File: config.mk
export PLATFORM = sky130hd
export DESIGN_NAME = multicore_preemptive_task_scheduler_flat
export DESIGN_NICKNAME = d
export VERILOG_FILES = /design/src/design/mpts_pkg.sv /design/src/design/mpts_if.sv /design/src/design/multicore_preemptive_task_scheduler.sv /design/src/flat_wrapper.sv
export SDC_FILE = /design/constraint.sdc
export NUM_CORES = 2
export LEC_CHECK = 0
export CAP_MARGIN = 25
export CORE_UTILIZATION = 30
export DETAILED_ROUTE_END_ITERATION = 6
export DONT_BUFFER_PORTS = 1
export PLACE_DENSITY_LB_ADDON = 0.15
export SETUP_SLACK_MARGIN = 0.1
export SYNTH_ARGS = -nofsm -noshare
export SYNTH_HDL_FRONTEND = slang
export SYNTH_SLANG_ARGS = --single-unit
File: constraint.sdc
create_clock -name clk -period 10 [get_ports clk]
set_input_delay 0 -clock clk [delete_from_list [all_inputs] [get_ports clk]]
set_output_delay 0 -clock clk [all_outputs]
set_load 0.02 [all_outputs]
File: src/design/mpts_pkg.sv
package mpts_pkg;

  localparam int MaxTasks = 16;
  localparam int SlotW = $clog2(MaxTasks);
  localparam int CntW = $clog2(MaxTasks + 1);
  localparam int MaxCpus = 8;
  localparam int CpuW = $clog2(MaxCpus);
  localparam int CpuCntW = $clog2(MaxCpus + 1);
  localparam int TimeW = 16;
  localparam int DoneMax = 31;

  localparam logic [TimeW-1:0] TimeMax = '1;
  localparam logic [15:0] PrioMax = 16'hFFFF;
  localparam logic [15:0] LfsrSeed = 16'hACE1;
  localparam logic [15:0] LfsrMask = 16'hB400;

  localparam logic [1:0] PhNew = 2'd0;
  localparam logic [1:0] PhReady = 2'd1;
  localparam logic [1:0] PhRun = 2'd2;
  localparam logic [1:0] PhDone = 2'd3;

  localparam logic [1:0] ModeAging = 2'd1;
  localparam logic [1:0] ModeSrtf = 2'd2;

  localparam logic [2:0] CfgMode = 3'd0;
  localparam logic [2:0] CfgSlice = 3'd1;
  localparam logic [2:0] CfgCpus = 3'd2;
  localparam logic [2:0] CfgAging = 3'd3;
  localparam logic [2:0] CfgTasks = 3'd4;

  localparam logic FuncLoad = 1'b0;
  localparam logic FuncTick = 1'b1;

  typedef struct packed {
    logic [7:0] ident;
    logic [TimeW-1:0] arrival;
    logic [TimeW-1:0] burst;
    logic [TimeW-1:0] remaining;
    logic [7:0] sprio;
    logic [15:0] dprio;
    logic [TimeW-1:0] slice_used;
  } task_rec_t;

endpackage

File: src/design/mpts_if.sv
interface mpts_in_if;
  import mpts_pkg::*;
  logic valid;
  logic ready;
  logic func;
  logic [3:0] slot;
  logic [7:0] task_number;
  logic [15:0] arrival_time;
  logic [15:0] burst_length;
  logic [7:0] base_prio;
  modport source (output valid, func, slot, task_number, arrival_time, burst_length,
                  base_prio, input ready);
  modport sink (input valid, func, slot, task_number, arrival_time, burst_length,
                base_prio, output ready);
endinterface

interface mpts_out_if;
  logic valid;
  logic ready;
  logic [2:0] cpu_index;
  logic cpu_busy;
  logic [3:0] task_slot;
  logic [15:0] task_left;
  logic [15:0] tick_number;
  logic [15:0] idle_ticks;
  logic [4:0] finished_count;
  logic all_done;
  logic coin_used;
  logic last;
  modport source (output valid, cpu_index, cpu_busy, task_slot, task_left, tick_number,
                  idle_ticks, finished_count, all_done, coin_used, last, input ready);
  modport sink (input valid, cpu_index, cpu_busy, task_slot, task_left, tick_number,
                idle_ticks, finished_count, all_done, coin_used, last, output ready);
endinterface

interface mpts_cfg_if;
  logic valid;
  logic ready;
  logic [2:0] index;
  logic [15:0] data;
  modport source (output valid, index, data, input ready);
  modport sink (input valid, index, data, output ready);
endinterface

File: src/design/multicore_preemptive_task_scheduler.sv
// Channel     Dir  Word
// task_in     in   load entry (func 0) or tick (func 1)
// result_out  out  one word per processor in use, after each tick
// cfg         in   register index and data, always ready
//
// A load is written in the idle state. A tick runs the processor check, admission and
// requeue, then the pick passes, with a search for a processor to preempt when a pass
// finds no place for its pick, then the run step, aging in aging mode and retire, all
// paced by the task memory. Reset is synchronous and clears the state, settings,
// counters, phases, processor holds and ready queue; the task memory is not cleared.
// The block works on one word at a time and holds each result until it is taken.
module multicore_preemptive_task_scheduler
  import mpts_pkg::*;
(
  input logic clk,
  input logic rst,
  mpts_in_if.sink task_in,
  mpts_out_if.source result_out,
  mpts_cfg_if.sink cfg
);

  typedef enum logic [4:0] {
    S_IDLE, S_SHRINK, S_CHECK, S_ADMIT_RD, S_ADMIT_EV, S_HELD, S_P_START, S_P_WAIT0,
    S_P_RD, S_P_CMP, S_P_PLACE, S_W_RD, S_W_CMP, S_W_DEC, S_EVICT, S_RUN_RD, S_RUN_EV,
    S_AGE_RD, S_AGE_EV, S_RST_RD, S_RST_EV, S_RETIRE, S_OUT
  } state_t;

  state_t state;

  logic [1:0] sched_mode;
  logic [15:0] slice_len;
  logic [3:0] cpu_count;
  logic [7:0] aging_step;
  logic [4:0] task_count;

  task_rec_t mem [MaxTasks];
  task_rec_t rd;
  logic rd_en, we;
  logic [SlotW-1:0] rd_addr, wr_addr;
  task_rec_t wd;

  logic [1:0] phase [MaxTasks];
  logic [SlotW-1:0] ready_order [MaxTasks];
  logic [CntW-1:0] ready_count;
  logic cpu_held [MaxCpus];
  logic [SlotW-1:0] cpu_slot [MaxCpus];
  logic [TimeW-1:0] tick_count, idle_count, tnum;
  logic [4:0] done_count;
  logic [15:0] coin_lfsr;
  logic coin_task [MaxTasks];
  logic ran [MaxCpus];
  logic expire [MaxCpus];
  logic [SlotW-1:0] ran_slot [MaxCpus];
  logic [TimeW-1:0] ran_left [MaxCpus];

  logic [CntW-1:0] ci, j;
  logic [SlotW-1:0] best_i, b_slot, ev_slot;
  task_rec_t best;
  logic by_coin, idle_res;
  logic [15:0] lim;
  logic worst_ok;
  logic [CpuW-1:0] worst;
  logic [CpuW-1:0] oi;

  logic [CntW-1:0] n_use;
  logic [CpuCntW-1:0] m_use;
  logic srtf, aging;

  always_comb begin
    n_use = (task_count > CntW'(MaxTasks)) ? CntW'(MaxTasks) : task_count;
    if (cpu_count == 4'd0) m_use = CpuCntW'(1);
    else if (cpu_count > 4'(MaxCpus)) m_use = CpuCntW'(MaxCpus);
    else m_use = CpuCntW'(cpu_count);
    srtf = (sched_mode == ModeSrtf);
    aging = (sched_mode == ModeAging);
  end

  logic empty;
  always_comb begin
    empty = 1'b1;
    for (int i = 0; i < MaxCpus; i++)
      if (CpuCntW'(i) < m_use && cpu_held[i]) empty = 1'b0;
  end

  logic q_push_en, q_rm_en, push_has, load_hit;
  logic [SlotW-1:0] q_push_slot, q_rm_idx, load_idx;
  always_comb begin
    push_has = 1'b0;
    load_hit = 1'b0;
    load_idx = '0;
    for (int k = MaxTasks - 1; k >= 0; k--) begin
      if (CntW'(k) < ready_count && ready_order[k] == q_push_slot) push_has = 1'b1;
      if (CntW'(k) < ready_count && ready_order[k] == task_in.slot) begin
        load_hit = 1'b1;
        load_idx = SlotW'(k);
      end
    end
  end

  logic [SlotW-1:0] cur_b;
  logic on_cpu, placed, place_free;
  logic [CpuW-1:0] place_i;
  always_comb begin
    cur_b = ready_order[best_i];
    on_cpu = 1'b0;
    placed = 1'b0;
    place_free = 1'b0;
    place_i = '0;
    for (int i = 0; i < MaxCpus; i++)
      if (CpuCntW'(i) < m_use && cpu_held[i] && cpu_slot[i] == cur_b) on_cpu = 1'b1;
    for (int i = MaxCpus - 1; i >= 0; i--) begin
      if (CpuCntW'(i) < m_use && (!cpu_held[i] || cpu_slot[i] == cur_b)) begin
        placed = 1'b1;
        place_free = !cpu_held[i];
        place_i = CpuW'(i);
      end
    end
  end

  logic c_swap, c_draw, c_coin;
  logic [15:0] ckey, bkey;
  always_comb begin
    logic tie, ce, be;
    ckey = srtf ? rd.remaining : rd.dprio;
    bkey = srtf ? best.remaining : best.dprio;
    c_swap = 1'b0;
    c_draw = 1'b0;
    c_coin = 1'b0;
    tie = (ckey == bkey);
    if (srtf ? (ckey < bkey) : (ckey > bkey)) c_swap = 1'b1;
    ce = phase[ready_order[j[SlotW-1:0]]] == PhRun;
    be = phase[ready_order[best_i]] == PhRun;
    if (tie) begin
      if (ce && !be) c_swap = 1'b1;
      if (ce || be) tie = 1'b0;
    end
    if (tie) begin
      if (rd.arrival < best.arrival) c_swap = 1'b1;
      else if (rd.arrival == best.arrival) begin
        if (rd.burst < best.burst) c_swap = 1'b1;
        else if (rd.burst == best.burst) begin
          c_draw = 1'b1;
          if (coin_lfsr[0]) begin
            c_swap = 1'b1;
            c_coin = 1'b1;
          end
        end
      end
    end
  end

  task_rec_t run_rec;
  logic run_exp;
  logic [16:0] aged;
  always_comb begin
    run_rec = rd;
    if (rd.remaining != '0) begin
      run_rec.remaining = rd.remaining - TimeW'(1);
      if (rd.slice_used != TimeMax) run_rec.slice_used = rd.slice_used + TimeW'(1);
    end
    run_exp = (slice_len != 16'd0) && (run_rec.slice_used >= slice_len) &&
              (run_rec.remaining != '0);
    if (run_exp) run_rec.slice_used = '0;
    aged = {1'b0, rd.dprio} + 17'(aging_step);
  end

  logic [CpuW-1:0] cc;
  logic [SlotW-1:0] cs;
  assign cc = ci[CpuW-1:0];
  assign cs = ci[SlotW-1:0];

  always_comb begin
    rd_en = 1'b0;
    rd_addr = '0;
    we = 1'b0;
    wr_addr = '0;
    wd = rd;
    q_push_en = 1'b0;
    q_push_slot = '0;
    q_rm_en = 1'b0;
    q_rm_idx = '0;
    unique case (state)
      S_IDLE: begin
        if (task_in.valid && task_in.func == FuncLoad) begin
          we = 1'b1;
          wr_addr = task_in.slot;
          wd.ident = task_in.task_number;
          wd.arrival = task_in.arrival_time;
          wd.burst = task_in.burst_length;
          wd.remaining = task_in.burst_length;
          wd.sprio = task_in.base_prio;
          wd.dprio = 16'(task_in.base_prio);
          wd.slice_used = '0;
          q_rm_en = load_hit;
          q_rm_idx = load_idx;
        end
      end
      S_SHRINK: begin
        q_push_slot = cpu_slot[cc];
        q_push_en = (CpuCntW'(cc) >= m_use) && cpu_held[cc];
      end
      S_ADMIT_RD: begin
        rd_en = 1'b1;
        rd_addr = cs;
      end
      S_ADMIT_EV: begin
        q_push_slot = cs;
        q_push_en = (phase[cs] == PhNew) && (rd.arrival == tick_count);
      end
      S_HELD: begin
        q_push_slot = cpu_slot[cc];
        q_push_en = cpu_held[cc];
      end
      S_P_START: begin
        rd_en = 1'b1;
        rd_addr = ready_order[0];
      end
      S_P_RD: begin
        rd_en = 1'b1;
        rd_addr = ready_order[j[SlotW-1:0]];
      end
      S_P_PLACE: begin
        q_rm_en = placed;
        q_rm_idx = best_i;
      end
      S_W_RD: begin
        rd_en = 1'b1;
        rd_addr = cpu_slot[cc];
      end
      S_W_DEC: begin
        q_rm_en = worst_ok;
        q_rm_idx = best_i;
      end
      S_EVICT: begin
        q_push_en = 1'b1;
        q_push_slot = ev_slot;
      end
      S_RUN_RD, S_RST_RD: begin
        rd_en = 1'b1;
        rd_addr = cpu_slot[cc];
      end
      S_RUN_EV: begin
        we = cpu_held[cc];
        wr_addr = cpu_slot[cc];
        wd = run_rec;
      end
      S_AGE_RD: begin
        rd_en = 1'b1;
        rd_addr = ready_order[cs];
      end
      S_AGE_EV: begin
        we = 1'b1;
        wr_addr = ready_order[cs];
        wd.dprio = aged[16] ? PrioMax : aged[15:0];
      end
      S_RST_EV: begin
        we = cpu_held[cc];
        wr_addr = cpu_slot[cc];
        wd.dprio = 16'(rd.sprio);
      end
      S_RETIRE: begin
        q_push_slot = cpu_slot[cc];
        q_push_en = cpu_held[cc] && ran_left[cc] != '0 && expire[cc];
      end
      default: ;
    endcase
  end

  always_ff @(posedge clk) begin
    if (we) mem[wr_addr] <= wd;
    if (rd_en) rd <= mem[rd_addr];
  end

  always_ff @(posedge clk) begin
    if (rst) begin
      state <= S_IDLE;
      sched_mode <= '0;
      slice_len <= '0;
      cpu_count <= 4'd1;
      aging_step <= '0;
      task_count <= '0;
      ready_count <= '0;
      tick_count <= '0;
      idle_count <= '0;
      done_count <= '0;
      coin_lfsr <= LfsrSeed;
      ci <= '0;
      j <= '0;
      oi <= '0;
      idle_res <= 1'b0;
      for (int k = 0; k < MaxTasks; k++) phase[k] <= PhNew;
      for (int i = 0; i < MaxCpus; i++) cpu_held[i] <= 1'b0;
    end else begin
      if (cfg.valid) begin
        case (cfg.index)
          CfgMode: sched_mode <= cfg.data[1:0];
          CfgSlice: slice_len <= cfg.data;
          CfgCpus: cpu_count <= cfg.data[3:0];
          CfgAging: aging_step <= cfg.data[7:0];
          CfgTasks: task_count <= cfg.data[4:0];
          default: ;
        endcase
      end

      if (q_rm_en) begin
        for (int k = 0; k < MaxTasks - 1; k++)
          if (SlotW'(k) >= q_rm_idx) ready_order[k] <= ready_order[k+1];
        ready_count <= ready_count - CntW'(1);
      end else if (q_push_en && !push_has && ready_count < CntW'(MaxTasks)) begin
        ready_order[ready_count[SlotW-1:0]] <= q_push_slot;
        ready_count <= ready_count + CntW'(1);
      end

      unique case (state)
        S_IDLE: begin
          if (task_in.valid) begin
            if (task_in.func == FuncLoad) begin
              for (int i = 0; i < MaxCpus; i++)
                if (cpu_held[i] && cpu_slot[i] == task_in.slot) cpu_held[i] <= 1'b0;
              phase[task_in.slot] <= PhNew;
            end else begin
              ci <= '0;
              state <= S_SHRINK;
            end
          end
        end
        S_SHRINK: begin
          if (q_push_en) begin
            phase[cpu_slot[cc]] <= PhReady;
            cpu_held[cc] <= 1'b0;
          end
          ci <= ci + CntW'(1);
          if (cc == CpuW'(MaxCpus - 1)) state <= S_CHECK;
        end
        S_CHECK: begin
          tnum <= tick_count;
          oi <= '0;
          ci <= '0;
          if (done_count >= 5'(n_use) && empty) begin
            idle_res <= 1'b1;
            state <= S_OUT;
          end else begin
            idle_res <= 1'b0;
            for (int k = 0; k < MaxTasks; k++) coin_task[k] <= 1'b0;
            state <= (n_use == '0) ? S_HELD : S_ADMIT_RD;
          end
        end
        S_ADMIT_RD: state <= S_ADMIT_EV;
        S_ADMIT_EV: begin
          if (q_push_en) phase[cs] <= PhReady;
          if (ci + CntW'(1) == n_use) begin
            ci <= '0;
            state <= S_HELD;
          end else begin
            ci <= ci + CntW'(1);
            state <= S_ADMIT_RD;
          end
        end
        S_HELD: begin
          ci <= ci + CntW'(1);
          if (ci + CntW'(1) == CntW'(m_use)) state <= S_P_START;
        end
        S_P_START: begin
          best_i <= '0;
          by_coin <= 1'b0;
          j <= CntW'(1);
          ci <= '0;
          state <= (ready_count == '0) ? S_RUN_RD : S_P_WAIT0;
        end
        S_P_WAIT0: begin
          best <= rd;
          state <= (ready_count > CntW'(1)) ? S_P_RD : S_P_PLACE;
        end
        S_P_RD: state <= S_P_CMP;
        S_P_CMP: begin
          if (c_draw)
            coin_lfsr <= (coin_lfsr >> 1) ^ (coin_lfsr[0] ? LfsrMask : 16'd0);
          if (c_swap) begin
            best_i <= j[SlotW-1:0];
            best <= rd;
            by_coin <= c_coin;
          end
          j <= j + CntW'(1);
          state <= (j + CntW'(1) < ready_count) ? S_P_RD : S_P_PLACE;
        end
        S_P_PLACE: begin
          if (by_coin) coin_task[cur_b] <= 1'b1;
          b_slot <= cur_b;
          if (placed) begin
            if (place_free && !on_cpu) begin
              cpu_held[place_i] <= 1'b1;
              cpu_slot[place_i] <= cur_b;
              phase[cur_b] <= PhRun;
            end
            state <= S_P_START;
          end else begin
            lim <= bkey;
            worst_ok <= 1'b0;
            ci <= '0;
            state <= S_W_RD;
          end
        end
        S_W_RD: state <= S_W_CMP;
        S_W_CMP: begin
          if (cpu_held[cc] &&
              (srtf ? (rd.remaining > lim) : (rd.dprio < lim))) begin
            lim <= srtf ? rd.remaining : rd.dprio;
            worst <= cc;
            worst_ok <= 1'b1;
          end
          ci <= ci + CntW'(1);
          state <= (ci + CntW'(1) == CntW'(m_use)) ? S_W_DEC : S_W_RD;
        end
        S_W_DEC: begin
          ci <= '0;
          if (worst_ok) begin
            ev_slot <= cpu_slot[worst];
            phase[cpu_slot[worst]] <= PhReady;
            cpu_slot[worst] <= b_slot;
            phase[b_slot] <= PhRun;
            state <= S_EVICT;
          end else state <= S_RUN_RD;
        end
        S_EVICT: state <= S_P_START;
        S_RUN_RD: state <= S_RUN_EV;
        S_RUN_EV: begin
          ran[cc] <= cpu_held[cc];
          expire[cc] <= cpu_held[cc] && run_exp;
          if (cpu_held[cc]) begin
            ran_slot[cc] <= cpu_slot[cc];
            ran_left[cc] <= run_rec.remaining;
          end else begin
            ran_slot[cc] <= '0;
            ran_left[cc] <= '0;
            if (done_count < 5'(n_use) && idle_count != TimeMax)
              idle_count <= idle_count + TimeW'(1);
          end
          if (ci + CntW'(1) == CntW'(m_use)) begin
            ci <= '0;
            if (!aging) state <= S_RETIRE;
            else if (ready_count != '0) state <= S_AGE_RD;
            else state <= S_RST_RD;
          end else begin
            ci <= ci + CntW'(1);
            state <= S_RUN_RD;
          end
        end
        S_AGE_RD: state <= S_AGE_EV;
        S_AGE_EV: begin
          if (ci + CntW'(1) == ready_count) begin
            ci <= '0;
            state <= S_RST_RD;
          end else begin
            ci <= ci + CntW'(1);
            state <= S_AGE_RD;
          end
        end
        S_RST_RD: state <= S_RST_EV;
        S_RST_EV: begin
          if (ci + CntW'(1) == CntW'(m_use)) begin
            ci <= '0;
            state <= S_RETIRE;
          end else begin
            ci <= ci + CntW'(1);
            state <= S_RST_RD;
          end
        end
        S_RETIRE: begin
          if (cpu_held[cc]) begin
            if (ran_left[cc] == '0) begin
              if (phase[cpu_slot[cc]] != PhDone && done_count != 5'(DoneMax))
                done_count <= done_count + 5'd1;
              phase[cpu_slot[cc]] <= PhDone;
              cpu_held[cc] <= 1'b0;
            end else if (expire[cc]) begin
              phase[cpu_slot[cc]] <= PhReady;
              cpu_held[cc] <= 1'b0;
            end
          end
          ci <= ci + CntW'(1);
          if (ci + CntW'(1) == CntW'(m_use)) begin
            if (tick_count != TimeMax) tick_count <= tick_count + TimeW'(1);
            oi <= '0;
            state <= S_OUT;
          end
        end
        S_OUT: begin
          if (result_out.ready) begin
            if (CpuCntW'(oi) + CpuCntW'(1) == m_use) state <= S_IDLE;
            else oi <= oi + CpuW'(1);
          end
        end
        default: state <= S_IDLE;
      endcase
    end
  end

  assign task_in.ready = (state == S_IDLE);
  assign cfg.ready = 1'b1;

  assign result_out.valid = (state == S_OUT);
  assign result_out.cpu_index = oi;
  assign result_out.cpu_busy = idle_res ? 1'b0 : ran[oi];
  assign result_out.task_slot = idle_res ? '0 : ran_slot[oi];
  assign result_out.task_left = idle_res ? '0 : ran_left[oi];
  assign result_out.tick_number = tnum;
  assign result_out.idle_ticks = idle_count;
  assign result_out.finished_count = done_count;
  assign result_out.all_done = (done_count >= 5'(n_use)) && empty;
  assign result_out.coin_used = idle_res ? 1'b0 : (ran[oi] && coin_task[ran_slot[oi]]);
  assign result_out.last = (CpuCntW'(oi) + CpuCntW'(1) == m_use);

endmodule

File: src/flat_wrapper.sv
// flat-port wrapper written by rule: the top's interface ports become plain ports
module multicore_preemptive_task_scheduler_flat import mpts_pkg::*;
  (clk, rst, task_in_valid, task_in_func, task_in_slot, task_in_task_number, task_in_arrival_time, task_in_burst_length, task_in_base_prio, task_in_ready, result_out_valid, result_out_cpu_index, result_out_cpu_busy, result_out_task_slot, result_out_task_left, result_out_tick_number, result_out_idle_ticks, result_out_finished_count, result_out_all_done, result_out_coin_used, result_out_last, result_out_ready, cfg_valid, cfg_index, cfg_data, cfg_ready);
  mpts_in_if task_in_i ();
  mpts_out_if result_out_i ();
  mpts_cfg_if cfg_i ();
  input logic clk;
  input logic rst;
  input wire logic [$bits(task_in_i.valid)-1:0] task_in_valid;
  input wire logic [$bits(task_in_i.func)-1:0] task_in_func;
  input wire logic [$bits(task_in_i.slot)-1:0] task_in_slot;
  input wire logic [$bits(task_in_i.task_number)-1:0] task_in_task_number;
  input wire logic [$bits(task_in_i.arrival_time)-1:0] task_in_arrival_time;
  input wire logic [$bits(task_in_i.burst_length)-1:0] task_in_burst_length;
  input wire logic [$bits(task_in_i.base_prio)-1:0] task_in_base_prio;
  output wire logic [$bits(task_in_i.ready)-1:0] task_in_ready;
  output wire logic [$bits(result_out_i.valid)-1:0] result_out_valid;
  output wire logic [$bits(result_out_i.cpu_index)-1:0] result_out_cpu_index;
  output wire logic [$bits(result_out_i.cpu_busy)-1:0] result_out_cpu_busy;
  output wire logic [$bits(result_out_i.task_slot)-1:0] result_out_task_slot;
  output wire logic [$bits(result_out_i.task_left)-1:0] result_out_task_left;
  output wire logic [$bits(result_out_i.tick_number)-1:0] result_out_tick_number;
  output wire logic [$bits(result_out_i.idle_ticks)-1:0] result_out_idle_ticks;
  output wire logic [$bits(result_out_i.finished_count)-1:0] result_out_finished_count;
  output wire logic [$bits(result_out_i.all_done)-1:0] result_out_all_done;
  output wire logic [$bits(result_out_i.coin_used)-1:0] result_out_coin_used;
  output wire logic [$bits(result_out_i.last)-1:0] result_out_last;
  input wire logic [$bits(result_out_i.ready)-1:0] result_out_ready;
  input wire logic [$bits(cfg_i.valid)-1:0] cfg_valid;
  input wire logic [$bits(cfg_i.index)-1:0] cfg_index;
  input wire logic [$bits(cfg_i.data)-1:0] cfg_data;
  output wire logic [$bits(cfg_i.ready)-1:0] cfg_ready;
  assign task_in_i.valid = task_in_valid;
  assign task_in_i.func = task_in_func;
  assign task_in_i.slot = task_in_slot;
  assign task_in_i.task_number = task_in_task_number;
  assign task_in_i.arrival_time = task_in_arrival_time;
  assign task_in_i.burst_length = task_in_burst_length;
  assign task_in_i.base_prio = task_in_base_prio;
  assign task_in_ready = task_in_i.ready;
  assign result_out_valid = result_out_i.valid;
  assign result_out_cpu_index = result_out_i.cpu_index;
  assign result_out_cpu_busy = result_out_i.cpu_busy;
  assign result_out_task_slot = result_out_i.task_slot;
  assign result_out_task_left = result_out_i.task_left;
  assign result_out_tick_number = result_out_i.tick_number;
  assign result_out_idle_ticks = result_out_i.idle_ticks;
  assign result_out_finished_count = result_out_i.finished_count;
  assign result_out_all_done = result_out_i.all_done;
  assign result_out_coin_used = result_out_i.coin_used;
  assign result_out_last = result_out_i.last;
  assign result_out_i.ready = result_out_ready;
  assign cfg_i.valid = cfg_valid;
  assign cfg_i.index = cfg_index;
  assign cfg_i.data = cfg_data;
  assign cfg_ready = cfg_i.ready;
  multicore_preemptive_task_scheduler u_core (.clk(clk), .rst(rst), .task_in(task_in_i), .result_out(result_out_i), .cfg(cfg_i));
endmodule
==> out/summary.txt <==
status: finished clean
Die Ht: 560 µm
Cell Rows: 204
HP Class: in2reg
total power: 22.1 mW
nets@finish: 7573
GRT Util Overall: 0.189
port bufs: 0
CP Class: reg2reg
Worst EP arrival: 7020 ps
initial antenna violation count: 26
Post-Layout Cell Count: 11700
first-pass GRT wire length: 438000 µm
CTS H-tree lvls: 4
Post-Syn Area: 0.0934 mm²
CTS tree: built
Area Overhead vs Synth: 14.8%
Synth Net Count: 7537
FF-to-FF End: u_core.best[16]$_DFFE_PP_
DR pass1 iterations: 6
Post-synth EDFFs: 1889
Slew Limit Fails: 0
Starting Density: 0.302
Synth Instances: 7329
clk slew on worst S/H paths: 60 ps
combined area of the multi-input logic cells: 0.0311 mm²
Register-to-Register Path Depth: 13
worst reg2reg setup slack: 3470 ps
Root Buffer: clkbuf_16
area of the core: 0.309 mm²
vias post-DR: 61500
Leak: 35.0 nW
Post-synth top flop: edfxtp_1
Power Dens Cells: 206 mW/mm²
cts repair resizes: 0
sequential share of the synthesized area: 0.645
residual DRC count: 0
Synthesis Warnings: 0
die area: 0.314 mm²
Post-DRT Antenna Nets: 0
Worst Path Max Fanout: 48
Die X: 560 µm
final HPWL from detailed placement: 172000 µm
Inserted Clock Buffers: 233
num ports: 144
Tmin final: 6530 ps
Sequential Area: 0.0603 mm²
Tcrit/Tclk final: 0.653
setup TNS: 0 ps
largest net degree at the start of global routing: 208
routed wire length: 305000 µm
number of global-route vias before repair: 60100
GPL Wtd Cong: 0.882
gr ovfl total: 0
Iter 0 DRT Violations: 5473
critical path launch point type: flip-flop
RSZ-0062 raised after global routing: no
Yosys reg bits: 2067
share of post-route cells with drive strength above 1: 0.106
Peak VDD IR: 0.169 mV
Placed Cells incl. Taps: 11100
Mean Syn Cell Area: 12.7 µm²
Via density: 5.26
crit path capture: u_core.best[16]$_DFFE_PP_
CP Data Required Time: 10490 ps
clk buf depth: 4
clock sink total: 2067
Cell variety after synth: 95
final setup fails: 0
asr flop ratio synth: 0
Clock Skew: 106 ps
WL/cell: 26.1 µm
later-pin clock latency in the skew report: 930 ps
Final Hold Viols: 0
Setup crit end kind: flip-flop
FILL cells: 30200
Rel. slew slack: 0.206
Slew @ Worst Pin: 1190 ps
maxcap violations: 0
fmax: 0.153 GHz
[worst min path at each step]
stage,from,to,slack (ps),cells past startpoint
floorplan,cfg_data[0],u_core.cpu_count[0]$_SDFFE_PP1P_,130,2
global placement,rst,u_core.result_out.finished_count[3]$_SDFFE_PP0P_,100,1
detailed placement,rst,flip-flop,100,1
CTS,result_out_ready,u_core.state[1]$_SDFFE_PP0P_,7,4
global route,task_in_burst_length[1],u_core.mem[4][41]$_DFFE_PP_,40,3
finish,result_out_ready,u_core.state[1]$_SDFFE_PP0P_,80,4
[final cells by class]
type                            instances  area share
Antenna cell                            7    0.000163
Timing Repair Buffer                  272      0.0253
Clock inverter                        150      0.0134
Sequential cell                      2067       0.562
Tap cell                             4120      0.0481
Clock buffer                          277      0.0570
Multi-Input combinational cell       4662       0.290
Inverter                              129     0.00451
[metrics by stage]
step	instance area (µm²)	util	hold WS (ps)	worst slack (ps)
finish	107000	0.347	84.6	3470
global route	107000	0.347	39.1	3150
CTS	107000	0.346	6.56	3540
detailed placement	98500	0.318	102	3520
global placement	98400	0.318	97.3	3540
floorplan	93400	-	128	317
[flip-flops by register name, summed over array words and instances (netlist names), 16 cells and up, named ones only]
name                           count
u_core.mem                      1408
u_core.ran_left                  128
u_core.rd                         88
u_core.best                       64
u_core.ready_order                64
u_core.cpu_slot                   32
u_core.phase                      32
u_core.ran_slot                   32
u_core.coin_lfsr                  16
u_core.coin_task                  16
u_core.lim                        16
u_core.result_out.idle_ticks      16
u_core.result_out.tick_number     16
u_core.slice_len                  16
u_core.tick_count                 16
[cells by family (layout without fill, tap and decap cells)]
logic type | count (synthesis) | after routing | synth area share
fa+ha+maj | 131 | 131 | 0.0176
compound gates | 1618 | 1618 | 0.119
other cells | 1 | 8 | 0.0000401
simple gates | 2321 | 2321 | 0.116
mux | 310 | 310 | 0.0508
xor+xnor | 281 | 281 | 0.0263
flops | 2067 | 2067 | 0.645
buf+inv | 600 | 828 | 0.0252
[cells in the final DEF (no fill, tap or decap), types with 54 or more instances in the layout]
| cell | n |
|---|---|
| and2_1 | 366 |
| a311oi_1 | 178 |
| nor2b_1 | 54 |
| dlygate4sd3_1 | 109 |
| mux2_2 | 94 |
| a211oi_1 | 454 |
| o21ai_0 | 146 |
| mux4_2 | 121 |
| nor3_1 | 62 |
| nand4_1 | 70 |
| xor2_1 | 145 |
| dfxtp_1 | 174 |
| a21oi_1 | 318 |
| buf_4 | 126 |
| clkbuf_16 | 236 |
| xnor2_1 | 136 |
| nand2_1 | 1124 |
| nand3_1 | 83 |
| inv_1 | 125 |
| edfxtp_1 | 1889 |
| mux2i_1 | 89 |
| a31oi_1 | 214 |
| nor2_1 | 289 |
| ha_1 | 130 |
| clkinv_1 | 55 |
[power by group]
part	total (mW)	internal, mW	switching, mW
Clock	8.53	4.88	3.65
Combinational	3.20	0.948	2.26
Sequential	10.4	10.2	0.191
Total	22.1	16.0	6.10
[routing by layer]
layer,part of all wire,track usage,up-vias
li1,-,-,27900
met1,0.46,0.267,31400
met2,0.46,0.307,1713
met3,0.051,0.0260,410
met4,0.023,0.0439,2
met5,0.000033,0,-
[timing repair]
action,4_1_cts,5_1_grt
setup buffers,0,0
endpoints found under the hold margin,1324,0
hold buffers,110,0
[worst max-delay path, cell delays in order (launching register included)]
cell	delay (ps)
dfxtp_1	720
mux4_2	580
mux2i_1	440
mux2_2	710
o21ai_0	180
mux2_2	300
o21ai_0	180
nand2_1	80
a21oi_1	590
a2111oi_0	360
nor2_1	510
nor4bb_4	400
buf_4	310
buf_4	680
[synth_stat cells, types with 8 or more instances]
library cell     n  area (µm²)
nand2_1       1126        4230
nor3_1          70         350
o31ai_1         17         128
nor3b_1          8        60.1
nor2b_1         54         338
mux4_2         121        2730
o211ai_1        28         210
mux2i_1         91         911
and2_1         366        2290
nand4_1         70         438
nand3b_1         9        67.6
or2_2            8        50.1
and3_1          44         275
a31oi_1        214        1340
or3_1           24         150
ha_1           130        1630
nand3_1         85         425
buf_4            8        60.1
inv_1          125         469
a222oi_1        11         110
xor2_1         145        1270
dfxtp_1        178        3560
o21ai_0        151         756
buf_2           30         150
a21oi_1        321        1610
nor2_1         311        1170
a21o_1          44         330
clkbuf_1       392        1470
or4_1           10        75.1
buf_1           37         139
a311oi_1       178        1560
o22ai_1         14        87.6
xnor2_1        136        1190
a211oi_1       454        3410
mux2_2          94        1060
nor4_1          53         332
o21ai_1         10        50.1
nand2b_1        54         338
edfxtp_1      1889       56700
a21boi_0        12        90.1
o21a_1          43         323
a22oi_1         30         225
a221oi_1         9        78.8
Power figures use the tool's default switching activity.
